<file path="config.mk">
export PLATFORM = sky130hd
export DESIGN_NAME = integer_alu_with_condition_codes
export DESIGN_NICKNAME = d
export VERILOG_FILES = /design/src/hw/rtl/ialu_cc_pkg.sv /design/src/hw/rtl/integer_alu_with_condition_codes.sv
export VERILOG_INCLUDE_DIRS = /design/src /design/src/hw/rtl
export SDC_FILE = /design/constraint.sdc
export NUM_CORES = 2
export LEC_CHECK = 0
export ABC_AREA = 1
export ABC_CLOCK_PERIOD_IN_PS = 16000
export BUFFER_PORTS_ARGS = -buffer_cell sky130_fd_sc_hd__buf_4
export CORE_AREA = 4 4 303 305
export CTS_CLUSTER_DIAMETER = 50
export DETAILED_ROUTE_END_ITERATION = 7
export DIE_AREA = 0 0 307 309
export PLACE_DENSITY_LB_ADDON = 0.25
export SLEW_MARGIN = 25
export SYNTH_ARGS = -nofsm -noshare
export SYNTH_HDL_FRONTEND = slang
export SYNTH_SLANG_ARGS = --single-unit
</file>
<file path="constraint.sdc">
create_clock -name clk -period 16 [get_ports clk]
set_clock_uncertainty 0.2 [all_clocks]
set_input_delay 2.4 -clock clk [delete_from_list [all_inputs] [get_ports clk]]
set_output_delay 2.4 -clock clk [all_outputs]
set_load 0.1 [all_outputs]
</file>
<file path="src/hw/rtl/integer_alu_with_condition_codes_defines.svh">
// Assertion macros for the integer ALU
`ifndef INTEGER_ALU_WITH_CONDITION_CODES_DEFINES_SVH
`define INTEGER_ALU_WITH_CONDITION_CODES_DEFINES_SVH
`ifndef SYNTHESIS
`define ALU_ASSERT_SAME(lbl, clk, rst_n, ante, cons) \
	lbl: assert property (@(posedge clk) disable iff (!rst_n) (ante) |-> (cons)) \
		else $error("alu check failed");
`define ALU_ASSERT_NEXT(lbl, clk, rst_n, ante, cons) \
	lbl: assert property (@(posedge clk) disable iff (!rst_n) (ante) |=> (cons)) \
		else $error("alu check failed");
`else
`define ALU_ASSERT_SAME(lbl, clk, rst_n, ante, cons)
`define ALU_ASSERT_NEXT(lbl, clk, rst_n, ante, cons)
`endif
`endif

</file>
<file path="src/hw/rtl/ialu_cc_pkg.sv">
// Operation and condition codes for the integer ALU
package ialu_cc_pkg;
	typedef enum logic [4:0] {
		OP_ADD  = 5'd0,  OP_ADDX = 5'd1,  OP_ABCD = 5'd2,  OP_SUB  = 5'd3,
		OP_SUBX = 5'd4,  OP_SBCD = 5'd5,  OP_CMP  = 5'd6,  OP_AND  = 5'd7,
		OP_OR   = 5'd8,  OP_EOR  = 5'd9,  OP_NOT  = 5'd10, OP_ASL  = 5'd11,
		OP_ASR  = 5'd12, OP_LSL  = 5'd13, OP_LSR  = 5'd14, OP_ROL  = 5'd15,
		OP_ROR  = 5'd16, OP_ROXL = 5'd17, OP_ROXR = 5'd18, OP_BCHG = 5'd19,
		OP_BSET = 5'd20, OP_BCLR = 5'd21, OP_BTST = 5'd22, OP_COND = 5'd23
	} op_t;

	typedef enum logic [3:0] {
		CC_T  = 4'd0,  CC_F  = 4'd1,  CC_HI = 4'd2,  CC_LS = 4'd3,
		CC_CC = 4'd4,  CC_CS = 4'd5,  CC_NE = 4'd6,  CC_EQ = 4'd7,
		CC_VC = 4'd8,  CC_VS = 4'd9,  CC_PL = 4'd10, CC_MI = 4'd11,
		CC_GE = 4'd12, CC_LT = 4'd13, CC_GT = 4'd14, CC_LE = 4'd15
	} cond_t;

	typedef enum logic [1:0] {
		SZ_BYTE = 2'd0, SZ_WORD = 2'd1, SZ_LONG = 2'd2, SZ_ALT = 2'd3
	} size_t;

	typedef struct packed {
		logic x;
		logic n;
		logic z;
		logic v;
		logic c;
	} flags_t;

	localparam int unsigned InDataW  = 80;
	localparam int unsigned InUserW  = 7;
	localparam int unsigned OutDataW = 40;
endpackage

</file>
<file path="src/hw/rtl/integer_alu_with_condition_codes.sv">
// Integer ALU with 68000-style condition codes, top level
//
// One request carries an operation code and operand size in s_tuser and the operands,
// shift count, bit number and branch condition in s_tdata. The block registers the
// request, works it out in one pass of logic (adder, BCD correction, barrel shifter
// and rotator, bit mask, condition decode) and registers the result together with the
// updated X,N,Z,V,C flags. One request is taken every cycle while the master side does
// not stall, and the result passes the input and result registers to m_tdata. The flag register
// is written as a request moves into the result register, so the following request
// already sees the new flags and no bubble is needed between dependent operations. A
// stalled master side holds both stages; s_tready drops only when both hold a request.
// Flags reset to zero.
`include "integer_alu_with_condition_codes_defines.svh"
module integer_alu_with_condition_codes
	import ialu_cc_pkg::*;
(
	input  logic                clk,
	input  logic                arst_n,
	input  logic                s_tvalid,
	output logic                s_tready,
	// [31:0] operand_a, [63:32] operand_b, [69:64] shift_count,
	// [74:70] bit_number, [78:75] condition, [79] zero
	input  logic [InDataW-1:0]  s_tdata,
	// [4:0] mode, [6:5] op_size
	input  logic [InUserW-1:0]  s_tuser,
	output logic                m_tvalid,
	input  logic                m_tready,
	// [31:0] result, [36:32] flags_out, [37] condition_true, [39:38] zero
	output logic [OutDataW-1:0] m_tdata
);

	// input stage
	logic        valid_s1;
	logic [4:0]  mode_s1;
	logic [1:0]  size_s1;
	logic [31:0] opa_s1, opb_s1;
	logic [5:0]  cnt_s1;
	logic [4:0]  bitn_s1;
	logic [3:0]  cond_s1;

	// result stage
	logic        valid_s2;
	logic [31:0] result_s2;
	flags_t      flags_s2;
	logic        ctrue_s2;

	flags_t      flags_q;

	logic adv_s1, take_in;

	// advance into the result register whenever it is free or being drained
	assign adv_s1   = !valid_s2 || m_tready;
	assign s_tready = !valid_s1 || adv_s1;
	assign take_in  = s_tvalid && s_tready;

	always_ff @(posedge clk or negedge arst_n) begin
		if (!arst_n) begin
			valid_s1 <= 1'b0;
		end else if (s_tready) begin
			valid_s1 <= s_tvalid;
		end
	end

	always_ff @(posedge clk) begin
		if (take_in) begin
			opa_s1  <= s_tdata[31:0];
			opb_s1  <= s_tdata[63:32];
			cnt_s1  <= s_tdata[69:64];
			bitn_s1 <= s_tdata[74:70];
			cond_s1 <= s_tdata[78:75];
			mode_s1 <= s_tuser[4:0];
			size_s1 <= s_tuser[6:5];
		end
	end

	// ---- size decode ----
	logic [5:0]  w;
	logic [31:0] m, msbm;

	always_comb begin
		case (size_s1)
			SZ_BYTE: begin
				w = 6'd8;
				m = 32'h0000_00FF;
			end
			SZ_WORD: begin
				w = 6'd16;
				m = 32'h0000_FFFF;
			end
			default: begin
				w = 6'd32;
				m = 32'hFFFF_FFFF;
			end
		endcase
		msbm = m ^ (m >> 1);
	end

	logic [31:0] a, b;
	assign a = opa_s1 & m;
	assign b = opb_s1 & m;

	// ---- add / subtract ----
	logic [32:0] sum, dif, cmpd, arr;
	logic [32:0] arr_sh;
	logic        xin;

	assign xin  = flags_q.x;
	assign sum  = {1'b0, a} + {1'b0, b} + {32'd0, (mode_s1 == OP_ADDX) && xin};
	assign dif  = {1'b0, b} - {1'b0, a} - {32'd0, (mode_s1 == OP_SUBX) && xin};
	assign cmpd = {1'b0, a} - {1'b0, b};

	always_comb begin
		case (mode_s1)
			OP_ADD, OP_ADDX: arr = sum;
			OP_CMP:          arr = cmpd;
			default:         arr = dif;
		endcase
		arr_sh = arr >> w;
	end

	// ---- BCD ----
	logic [9:0]  abcd_lo, abcd_hi, abcd_t, abcd_r1, abcd_r;
	logic        abcd_c;
	logic [15:0] sb_lo, sb_hi, sb_t, sb_r1, sb_r, sb_full, sb_cv;
	logic [3:0]  sb_bcd;
	logic [7:0]  bcd_r;
	logic        bcd_c, bcd_v;

	always_comb begin
		abcd_lo = {6'd0, opa_s1[3:0]} + {6'd0, opb_s1[3:0]} + {9'd0, xin};
		abcd_hi = {2'd0, opa_s1[7:4], 4'd0} + {2'd0, opb_s1[7:4], 4'd0};
		abcd_t  = abcd_hi + abcd_lo;
		abcd_r1 = (abcd_lo > 10'd9) ? abcd_t + 10'h6 : abcd_t;
		abcd_c  = (abcd_r1 & 10'h3F0) > 10'h90;
		abcd_r  = abcd_c ? abcd_r1 + 10'h60 : abcd_r1;

		sb_lo   = {12'd0, opb_s1[3:0]} - {12'd0, opa_s1[3:0]} - {15'd0, xin};
		sb_hi   = {8'd0, opb_s1[7:4], 4'd0} - {8'd0, opa_s1[7:4], 4'd0};
		sb_t    = sb_hi + sb_lo;
		sb_bcd  = (sb_lo[7:4] != 4'd0) ? 4'd6 : 4'd0;
		sb_r1   = sb_t - {12'd0, sb_bcd};
		sb_full = {8'd0, opb_s1[7:0]} - {8'd0, opa_s1[7:0]} - {15'd0, xin};
		sb_r    = sb_full[8] ? sb_r1 - 16'h60 : sb_r1;
		sb_cv   = sb_full - {12'd0, sb_bcd};

		if (mode_s1 == OP_ABCD) begin
			bcd_r = abcd_r[7:0];
			bcd_c = abcd_c;
			bcd_v = !abcd_t[7] && abcd_r[7];
		end else begin
			bcd_r = sb_r[7:0];
			bcd_c = sb_cv[9:8] != 2'd0;
			bcd_v = sb_t[7] && !sb_r[7];
		end
	end

	// ---- barrel shifter and rotator ----
	logic [94:0]  lsl_w;
	logic [32:0]  lsr_w;
	logic [95:0]  asr_se;
	logic [96:0]  asr_c;
	logic [31:0]  topmask, topsel;
	logic [63:0]  top64;
	logic [4:0]   krot;
	logic [63:0]  dbl;
	logic [95:0]  rol_w;
	logic [63:0]  ror_w;
	logic [5:0]   kx, wp1;
	logic [32:0]  ring, mw1, xring;
	logic [65:0]  dbl_x;
	logic [98:0]  roxl_w;
	logic [65:0]  roxr_w;
	logic [31:0]  sh_r;
	logic         sh_c, sh_v;

	always_comb begin
		lsl_w   = {63'd0, a} << cnt_s1;
		lsr_w   = {a, 1'b0} >> cnt_s1;
		asr_se  = {64'd0, a} | ({96{(a & msbm) != 32'd0}} & ~{64'd0, m});
		asr_c   = {asr_se, 1'b0} >> cnt_s1;
		top64   = {32'd0, m} >> ({1'b0, cnt_s1} + 7'd1);
		topmask = ~top64[31:0] & m;
		topsel  = a & topmask;

		krot    = cnt_s1[4:0] & (w[4:0] - 5'd1);
		dbl     = ({32'd0, a} << w) | {32'd0, a};
		rol_w   = ({32'd0, dbl} << krot) >> w;
		ror_w   = dbl >> krot;

		wp1 = w + 6'd1;
		kx  = cnt_s1;
		for (int i = 0; i < 7; i++) begin
			if (kx >= wp1) begin
				kx = kx - wp1;
			end
		end
		mw1    = ({1'b0, m} << 1) | 33'd1;
		ring   = {1'b0, a} | ({32'd0, xin} << w);
		dbl_x  = ({33'd0, ring} << wp1) | {33'd0, ring};
		roxl_w = ({33'd0, dbl_x} << kx) >> wp1;
		roxr_w = dbl_x >> kx;

		sh_v  = 1'b0;
		xring = 33'd0;
		case (mode_s1)
			OP_ASL, OP_LSL: begin
				sh_r = lsl_w[31:0] & m;
				sh_c = lsl_w[w];
				if (mode_s1 == OP_ASL) begin
					sh_v = (topsel != 32'd0) && ((topsel != topmask) || (cnt_s1 >= w));
				end
			end
			OP_ASR: begin
				sh_r = asr_c[32:1] & m;
				sh_c = asr_c[0];
			end
			OP_LSR: begin
				sh_r = lsr_w[32:1];
				sh_c = lsr_w[0];
			end
			OP_ROL: begin
				sh_r = rol_w[31:0] & m;
				sh_c = (cnt_s1 != 6'd0) && rol_w[0];
			end
			OP_ROR: begin
				sh_r = ror_w[31:0] & m;
				sh_c = (cnt_s1 != 6'd0) && ((sh_r & msbm) != 32'd0);
			end
			OP_ROXL: begin
				xring = roxl_w[32:0] & mw1;
				sh_r  = xring[31:0] & m;
				sh_c  = (xring & ({32'd0, 1'b1} << w)) != 33'd0;
			end
			default: begin
				xring = roxr_w[32:0] & mw1;
				sh_r  = xring[31:0] & m;
				sh_c  = (xring & ({32'd0, 1'b1} << w)) != 33'd0;
			end
		endcase
	end

	// ---- bit operations ----
	logic [31:0] bmask;
	assign bmask = 32'd1 << bitn_s1;

	// ---- condition decode ----
	logic ct;
	always_comb begin
		case (cond_s1)
			CC_T:    ct = 1'b1;
			CC_F:    ct = 1'b0;
			CC_HI:   ct = !flags_q.c && !flags_q.z;
			CC_LS:   ct = flags_q.c || flags_q.z;
			CC_CC:   ct = !flags_q.c;
			CC_CS:   ct = flags_q.c;
			CC_NE:   ct = !flags_q.z;
			CC_EQ:   ct = flags_q.z;
			CC_VC:   ct = !flags_q.v;
			CC_VS:   ct = flags_q.v;
			CC_PL:   ct = !flags_q.n;
			CC_MI:   ct = flags_q.n;
			CC_GE:   ct = flags_q.n == flags_q.v;
			CC_LT:   ct = flags_q.n != flags_q.v;
			CC_GT:   ct = (flags_q.n == flags_q.v) && !flags_q.z;
			default: ct = (flags_q.n != flags_q.v) || flags_q.z;
		endcase
	end

	// ---- result and flag selection ----
	logic [31:0] r_nx;
	flags_t      f_nx;
	logic        ct_nx;

	always_comb begin
		r_nx  = 32'd0;
		f_nx  = flags_q;
		ct_nx = 1'b0;
		case (mode_s1)
			OP_ADD, OP_ADDX, OP_SUB, OP_SUBX, OP_CMP: begin
				r_nx = arr[31:0] & m;
				case (mode_s1)
					OP_ADD, OP_ADDX: f_nx.v = ((a ^ r_nx) & (b ^ r_nx) & msbm) != 32'd0;
					OP_CMP:          f_nx.v = ((a ^ b) & (a ^ r_nx) & msbm) != 32'd0;
					default:         f_nx.v = ((a ^ b) & (b ^ r_nx) & msbm) != 32'd0;
				endcase
				f_nx.c = arr_sh[0];
				if (mode_s1 != OP_CMP) begin
					f_nx.x = arr_sh[0];
				end
				if (mode_s1 == OP_ADDX || mode_s1 == OP_SUBX) begin
					if (r_nx != 32'd0) begin
						f_nx.z = 1'b0;
					end
				end else begin
					f_nx.z = r_nx == 32'd0;
				end
				f_nx.n = (r_nx & msbm) != 32'd0;
			end
			OP_ABCD, OP_SBCD: begin
				r_nx   = {24'd0, bcd_r} & m;
				f_nx.c = bcd_c;
				f_nx.x = bcd_c;
				f_nx.v = bcd_v;
				f_nx.n = bcd_r[7];
				if (bcd_r != 8'd0) begin
					f_nx.z = 1'b0;
				end
			end
			OP_AND, OP_OR, OP_EOR, OP_NOT: begin
				case (mode_s1)
					OP_AND:  r_nx = a & b;
					OP_OR:   r_nx = a | b;
					OP_EOR:  r_nx = a ^ b;
					default: r_nx = ~a & m;
				endcase
				f_nx.c = 1'b0;
				f_nx.v = 1'b0;
				f_nx.n = (r_nx & msbm) != 32'd0;
				f_nx.z = r_nx == 32'd0;
			end
			OP_ASL, OP_ASR, OP_LSL, OP_LSR, OP_ROL, OP_ROR, OP_ROXL, OP_ROXR: begin
				r_nx   = sh_r;
				f_nx.c = sh_c;
				f_nx.v = sh_v;
				// ROL/ROR keep X; plain shifts move it only on a nonzero count
				if (mode_s1 == OP_ROXL || mode_s1 == OP_ROXR ||
				    ((mode_s1 == OP_ASL || mode_s1 == OP_ASR || mode_s1 == OP_LSL ||
				      mode_s1 == OP_LSR) && cnt_s1 != 6'd0)) begin
					f_nx.x = sh_c;
				end
				f_nx.n = (sh_r & msbm) != 32'd0;
				f_nx.z = sh_r == 32'd0;
			end
			OP_BCHG, OP_BSET, OP_BCLR, OP_BTST: begin
				f_nx.z = (a & bmask) == 32'd0;
				case (mode_s1)
					OP_BCHG: r_nx = (a ^ bmask) & m;
					OP_BSET: r_nx = (a | bmask) & m;
					OP_BCLR: r_nx = a & ~bmask;
					default: r_nx = a;
				endcase
			end
			OP_COND: begin
				ct_nx = ct;
			end
			default: begin
				r_nx = 32'd0;
			end
		endcase
	end

	// move into the result register and commit the flags in the same edge
	always_ff @(posedge clk or negedge arst_n) begin
		if (!arst_n) begin
			valid_s2 <= 1'b0;
			flags_q  <= '0;
		end else if (adv_s1) begin
			valid_s2 <= valid_s1;
			if (valid_s1) begin
				flags_q <= f_nx;
			end
		end
	end

	always_ff @(posedge clk) begin
		if (adv_s1 && valid_s1) begin
			result_s2 <= r_nx;
			flags_s2  <= f_nx;
			ctrue_s2  <= ct_nx;
		end
	end

	assign m_tvalid = valid_s2;
	assign m_tdata  = {2'b00, ctrue_s2, flags_s2, result_s2};

	// ---- checks ----
	`ALU_ASSERT_NEXT(a_cond_keeps_flags, clk, arst_n, adv_s1 && valid_s1 && mode_s1 == OP_COND, flags_q == $past(flags_q))
	`ALU_ASSERT_NEXT(a_ctrue_only_cond, clk, arst_n, adv_s1 && valid_s1 && mode_s1 != OP_COND, !ctrue_s2)
	`ALU_ASSERT_SAME(a_stall_full, clk, arst_n, !s_tready, valid_s1 && valid_s2 && !m_tready)
	`ALU_ASSERT_NEXT(a_flags_follow, clk, arst_n, adv_s1 && valid_s1, flags_q == flags_s2)

endmodule
</file>
Yosys cells after proc, flatten, opt, wreduce, memory -nomap -nowiden

Index checks and enable logic that the tools add are counted.
W data, S select, Z words.

Reductions and logical operators: 62
$mul: 0
Mux-type cells: 38
Equality and inequality tests: 42
Divide/modulo/power cells: 0
Bitwise gates (word level): 50
Shifts and indexed selects: 16
Magnitude comparators: 11
Add/sub/neg operators: 30

Operators with widths:

| kind                | number |
|---|---|
| $and A32 B32 Y32    | 28 |
| $reduce_bool A32 Y1 | 10 |
| $pmux W32 S3        | 2 |
| $pmux W32 S6        | 1 |
| $pmux W32 S5        | 1 |
| $and A33 B33 Y33    | 4 |
| $logic_not A32 Y1   | 4 |
| $shl A32 B6 Y64     | 2 |
| $xor A32 B32 Y32    | 4 |
| $shl A66 B6 Y99     | 1 |
| $shr A99 B6 Y33     | 1 |
| $shr A97 B6 Y33     | 1 |
| $and A96 B96 Y96    | 1 |
| $not A32 Y32        | 3 |
| $not A32 Y96        | 1 |
| $or A32 B96 Y96     | 1 |
| $shl A64 B5 Y96     | 1 |
| $shr A96 B6 Y32     | 1 |
| $or A66 B33 Y66     | 1 |
| $pmux W33 S2        | 1 |
| $reduce_bool A33 Y1 | 2 |
| $shl A33 B6 Y66     | 1 |
| $shr A66 B6 Y33     | 1 |
| $sub A32 B32 Y33    | 2 |
| other kinds (84)    | 174 |

Memories: 0
Bits of input ports: 91
ROM bits: 0
Flip-flop bits (word level): 131
Bits in writable memories: 0
Bits in latches: 0
Word-level logic and storage cells: 270
Output and inout bits: 42

Logic depth before layout (Yosys ltp)

Depth in word-level cells: 25
Mapped depth: 97
Gate-level depth less buffers: 91

Least setup slack after synthesis

Ideal clock, no wire load.

Path kind: reg2reg
Start: register size_s1[1]
End: register result_s2[9] (data pin)
Setup time: 0.278 ns
Slack: 4.250 ns
Stages on the path, launching flop included: 80
Data required time: 15.522 ns
Arrival time: 11.272 ns
Path buffers: 9
Cells stage by stage: edfxtp_1 -> clkbuf_1 -> buf_4 -> inv_1 -> clkbuf_1 -> buf_4 -> clkbuf_1 -> clkbuf_1 -> ha_1 -> a21oi_2 -> nand3_4 -> o21ai_0 -> ha_1 -> inv_1 -> or2_2 -> nand3_1 -> nand2_1 -> nand2_1 -> (+44 left out) -> nand2_2 -> buf_6 -> nand2_1 -> o21ai_4 -> buf_4 -> buf_4 -> nand3_1 -> nand3_1 -> nand3_1 -> nand3_1 -> nand2_1 -> nor2_1 -> nor2_1 -> nor2_1 -> a21oi_1 -> nor2_1 -> a221oi_1 -> o221ai_1

Cells in the longest elaborated chain, start to end: 23
Elaborated cells on any way between the ends: 82
Those cells by class: add/sub: 14; order compare: 7; eq/ne: 1; shift: 12; mux: 15; bitwise: 31; reduce/logical: 2

Ends and longest elaborated chain:

| what                                             | line                                                                             | text |
|---|---|---|
| start, declared                                  | integer_alu_with_condition_codes.sv:35                                           | `logic [1:0] size_s1;` |
| start signal, assigned                           | integer_alu_with_condition_codes.sv:72                                           | `size_s1 <= s_tuser[6:5];` |
| $eq A2 B1 Y1 or $logic_not A2 Y1 (tied branches) | integer_alu_with_condition_codes.sv:81                                           | `case (size_s1)` |
| $pmux W6 S2                                      | integer_alu_with_condition_codes.sv:81                                           |  |
| $add A6 B1 Y6                                    | integer_alu_with_condition_codes.sv:190                                          | `wp1 = w + 6'd1;` |
| $sub A6 B6 Y6 or $ge A6 B6 Y1 (tied branches)    | integer_alu_with_condition_codes.sv:194, integer_alu_with_condition_codes.sv:193 |  |
| $mux W6                                          | integer_alu_with_condition_codes.sv:193                                          | `if (kx >= wp1) begin` |
| $sub A6 B6 Y6 or $ge A6 B6 Y1 (tied branches)    | integer_alu_with_condition_codes.sv:194, integer_alu_with_condition_codes.sv:193 |  |
| $mux W6                                          | integer_alu_with_condition_codes.sv:193                                          |  |
| $sub A6 B6 Y6 or $ge A6 B6 Y1 (tied branches)    | integer_alu_with_condition_codes.sv:194, integer_alu_with_condition_codes.sv:193 |  |
| (+8 left out)                                    | -                                                                                |  |
| $mux W6                                          | integer_alu_with_condition_codes.sv:193                                          |  |
| $shl A66 B6 Y99                                  | integer_alu_with_condition_codes.sv:200                                          | `roxl_w = ({33'd0, dbl_x} << kx) >> wp1;` |
| $shr A99 B6 Y33                                  | integer_alu_with_condition_codes.sv:200                                          |  |
| $and A33 B33 Y33                                 | integer_alu_with_condition_codes.sv:230                                          | `xring = roxl_w[32:0] & mw1;` |
| $and A32 B32 Y32                                 | integer_alu_with_condition_codes.sv:231                                          | `sh_r = xring[31:0] & m;` |
| $pmux W32 S6                                     | integer_alu_with_condition_codes.sv:205                                          | `case (mode_s1)` |
| $pmux W32 S5 (*)                                 | integer_alu_with_condition_codes.sv:278                                          | `case (mode_s1)` |
| named net r_nx[9]                                | integer_alu_with_condition_codes.sv:270                                          | `logic [31:0] r_nx;` |
| end signal, assigned                             | integer_alu_with_condition_codes.sv:367                                          | `result_s2 <= r_nx;` |
| end, declared                                    | integer_alu_with_condition_codes.sv:43                                           | `logic [31:0] result_s2;` |

The timed path passes the listed nets; every way through them passes the cells marked *. The select of a mux whose other input is x is not followed.
A chain may end at the register's enable or synchronous reset.

Worst setup path after layout

Start: register size_s1[1]
End: register result_s2[12] (data pin)

The elaborated chain is that of the path after synthesis.

==> impl_results.md <==
- Layout overhead on the synthesized area: 6.75%
- Antenna violations before repair: 9
- Average via count per standard cell: 6.54
- Slew headroom: 15.5%
- Arrival @ worst endpoint: 14.99 ns
- Most numerous cell on the critical path: sky130_fd_sc_hd__nand2_1
- Number of sinks handled by clock tree synthesis: 131
- Final setup violation count: 0
- Post-Synthesis Cells: 6284
- H-tree level count: 4
- Placer Congestion: 1.11
- Post-synthesis async set-or-reset flop share: 5.34%
- Clock root buffer master: sky130_fd_sc_hd__clkbuf_16
- Resized cells post-CTS: 0
- Total congestion overflow: 0
- Antenna-violating nets left: 0
- Number of cells on the worst reg-to-reg path: 75
- Tightest Pin Transition: 1.25 ns
- Post-detailed-route wirelength per cell: 28.2 um
- Crit Reg-Reg Startpoint: size_s1[1]$_DFFE_PP_
- Final period demand of the worst path: 15.05 ns
- Top flip-flop cell by instance count after synthesis: sky130_fd_sc_hd__edfxtp_1
- Via count of the first global-routing pass: 43700
- Clock latency of the later-clocked register in the worst-skew pair: 0.49 ns
- Vertical extent of the die: 309 um
- Number of flops mapped to enable cells by yosys: 124
- Max-Cap Viols: 0
- DIE WIDTH: 307 um
- Overall global routing resource usage: 41.9%
- Flop-to-flop setup slack: 0.95 ns
- Hold WC Path Type: reg2reg
- Critical path startpoint category: flip-flop
- Number of I/O pins: 133
- Top cell type by total area after synthesis: sky130_fd_sc_hd__nand3_1
- Final setup TNS: 0 ns
- Worst-path cell with the longest stage delay: sky130_fd_sc_hd__edfxtp_1
- Pin count of the biggest net entering global routing: 137
- Commonest cells in the netlist: 1505 x sky130_fd_sc_hd__nand2_1, 1220 x sky130_fd_sc_hd__nand3_1, 555 x sky130_fd_sc_hd__inv_1, 527 x sky130_fd_sc_hd__o21ai_0, 468 x sky130_fd_sc_hd__nor2_1
- Cell area after synthesis: 36200 um2
- Number of DRC markers after the initial detailed-route iteration: 8246
- Crit Path Category: reg2reg
- Number of standard-cell rows in the floorplan: 110
- Final period util: 94.1%
- Final hold slack: 0.342 ns
- Final hold viol count: 0
- Port buffer count: 129
- Setup repair after global routing missed its margin: no
- Top cells by area in the synthesized netlist: sky130_fd_sc_hd__nand3_1 17%, sky130_fd_sc_hd__nand2_1 16%, sky130_fd_sc_hd__edfxtp_1 10%
- Number of buffers inserted for hold repair after clock tree synthesis: 0
- Clock tree from TritonCTS: done
- Most frequent cell after synthesis: sky130_fd_sc_hd__nand2_1
- Maximum buffer depth of the clock tree: 2
- Final routed wirelength across all metal layers: 209000 um
- Capture point of the worst path: result_s2[12]$_DFFE_PP_
- Number of max-slew violations in the final report: 0
- DRC Markers: 3
- Critical Path RT: 15.94 ns
- Highest net fanout along the worst path: 41
- Kind of end point of the critical path: flip-flop
- Layout cells sized above 1: 6.65%
- Setup fix buffers added after clock tree synthesis: 0
- Total number of nets in the final design: 6613
- Achievable frequency: 66.4 MHz
- Result of the run: finished with violations
- Global-route wire length before repair: 295000 um
- Total number of vias: 48300
- Endpoint of the lowest-slack register-to-register path: result_s2[12]$_DFFE_PP_
- Post-CTS clock slew at the launch and capture registers of the worst setup and hold paths: 0.06 ns
- Sequential share of the synthesized area: 10.8%
- Average cell area after synthesis: 5.76 um2
- Post-synthesis sequential element count: 131
- Ys Warns: 0
- Initial Utilization: 40.5%
- Yosys top cell area share: 16.9%
- Total iterations of the first detailed-routing run: 8
- Largest stage delay on the critical path: 0.72 ns
- CTS buffer count: 17
- Number of distinct library cells after synthesis: 78
- CORE AREA: 89300 um2
- Detailed-placement wirelength estimate: 159000 um
- Violated checks: design-rule violations
- Critical Path Source: size_s1[1]$_DFFE_PP_
- Floorplan die area: 94900 um2
## final cells by class
cell class	count	area [um2]
repair buffers	276	2160
diodes	6	15.0
flip-flops and latches	131	3900
multi-input cells	5182	28300
inverters	585	2210
clock inverters	12	133
clock buffers	20	437
fillers	9855	50700
well taps	1176	1470
## critical path, delay by kind of cell, from the launching register on
family,cells,cell delay (ns)
XOR/XNOR,1,0.17
AND/OR/NAND/NOR,42,5.03
AO/OA/AOI/OAI,9,3.40
flip-flops,1,0.72
buffers and inverters,16,2.95
adder cells (fa/ha/maj),7,2.19
## cells by family after synthesis
group | count (synthesis) | share of synthesized area (%)
adders and majority gates | 329 | 12.3
other | 1 | 0.0104
and+or+nand+nor | 3401 | 40.9
DFF | 131 | 10.8
xor gates and xnor gates | 80 | 1.99
muxes | 30 | 0.829
AOI/OAI and AO/OA | 1340 | 22.0
buffers and inverters | 972 | 11.2
## worst min path at each step
stage | startpoint | to | slack, ns | cells past startpoint
2_1_floorplan | flags_q[2]$_DFFE_PN0P_ | flags_q[2]$_DFFE_PN0P_ | 0.29 | 2
3_3_place_gp | m_tvalid$_DFFE_PN0P_ | m_tvalid$_DFFE_PN0P_ | 0.32 | 2
5_1_grt | m_tvalid$_DFFE_PN0P_ | m_tvalid$_DFFE_PN0P_ | 0.38 | 2
3_5_place_dp | m_tvalid$_DFFE_PN0P_ | m_tvalid$_DFFE_PN0P_ | 0.33 | 2
6_report | m_tvalid$_DFFE_PN0P_ | m_tvalid$_DFFE_PN0P_ | 0.34 | 2
4_1_cts | m_tvalid$_DFFE_PN0P_ | m_tvalid$_DFFE_PN0P_ | 0.34 | 2
## metal layers
metal  GRT usage [%]  up-vias  wire length, um
met5               0        -               79
met3            11.2      886            26900
li1                -    21500                -
met2            61.8     3709            84500
met1            52.1    22200            77100
met4            32.3        8            20100
## placed cells by master, fill, tap and decap left out, drive strengths merged, types with 4 or more instances in the layout
cell type	n
o21bai	14
o2111ai	46
diode	6
fa	45
or2	29
nand4	57
o22ai	73
a21oi	348
a211oi	22
xor2	64
nor2	472
o211ai	82
a221oi	18
nor3	54
xnor2	16
edfxtp	124
nand2	1533
o21a	4
o311ai	7
a21boi	10
inv	565
mux2i	30
a221o	9
ha	284
nor4	21
o221ai	43
a31oi	43
a22oi	19
o31ai	14
dfrtp	7
buf	276
a2111oi	7
o21ai	551
clkinv	28
nor3b	6
nand3	1223
clkbuf	20
## flip-flops by register name (all words and copies together), names as in the netlist, 2 cells and up
name / cells
cond_s1: 4
opa_s1: 32
result_s2: 32
size_s1: 2
opb_s1: 32
bitn_s1: 5
flags_q: 4
m_tdata: 5
cnt_s1: 6
mode_s1: 5
## metrics by stage
step	worst slack [ns]	std cells	cell area, um2	util [%]
after floorplan	4.25	6285	36200	-
after global placement	1.48	7350	38100	42.6
after detailed placement	1.26	7350	38100	42.6
after CTS	1.21	7382	38600	43.3
after global routing	0.0112	7382	38600	43.3
final	0.948	7388	38600	43.3
Power is left out: the tool's default activity adds up to more than one toggle a clock period on the data nets, which glitch-free logic cannot reach.
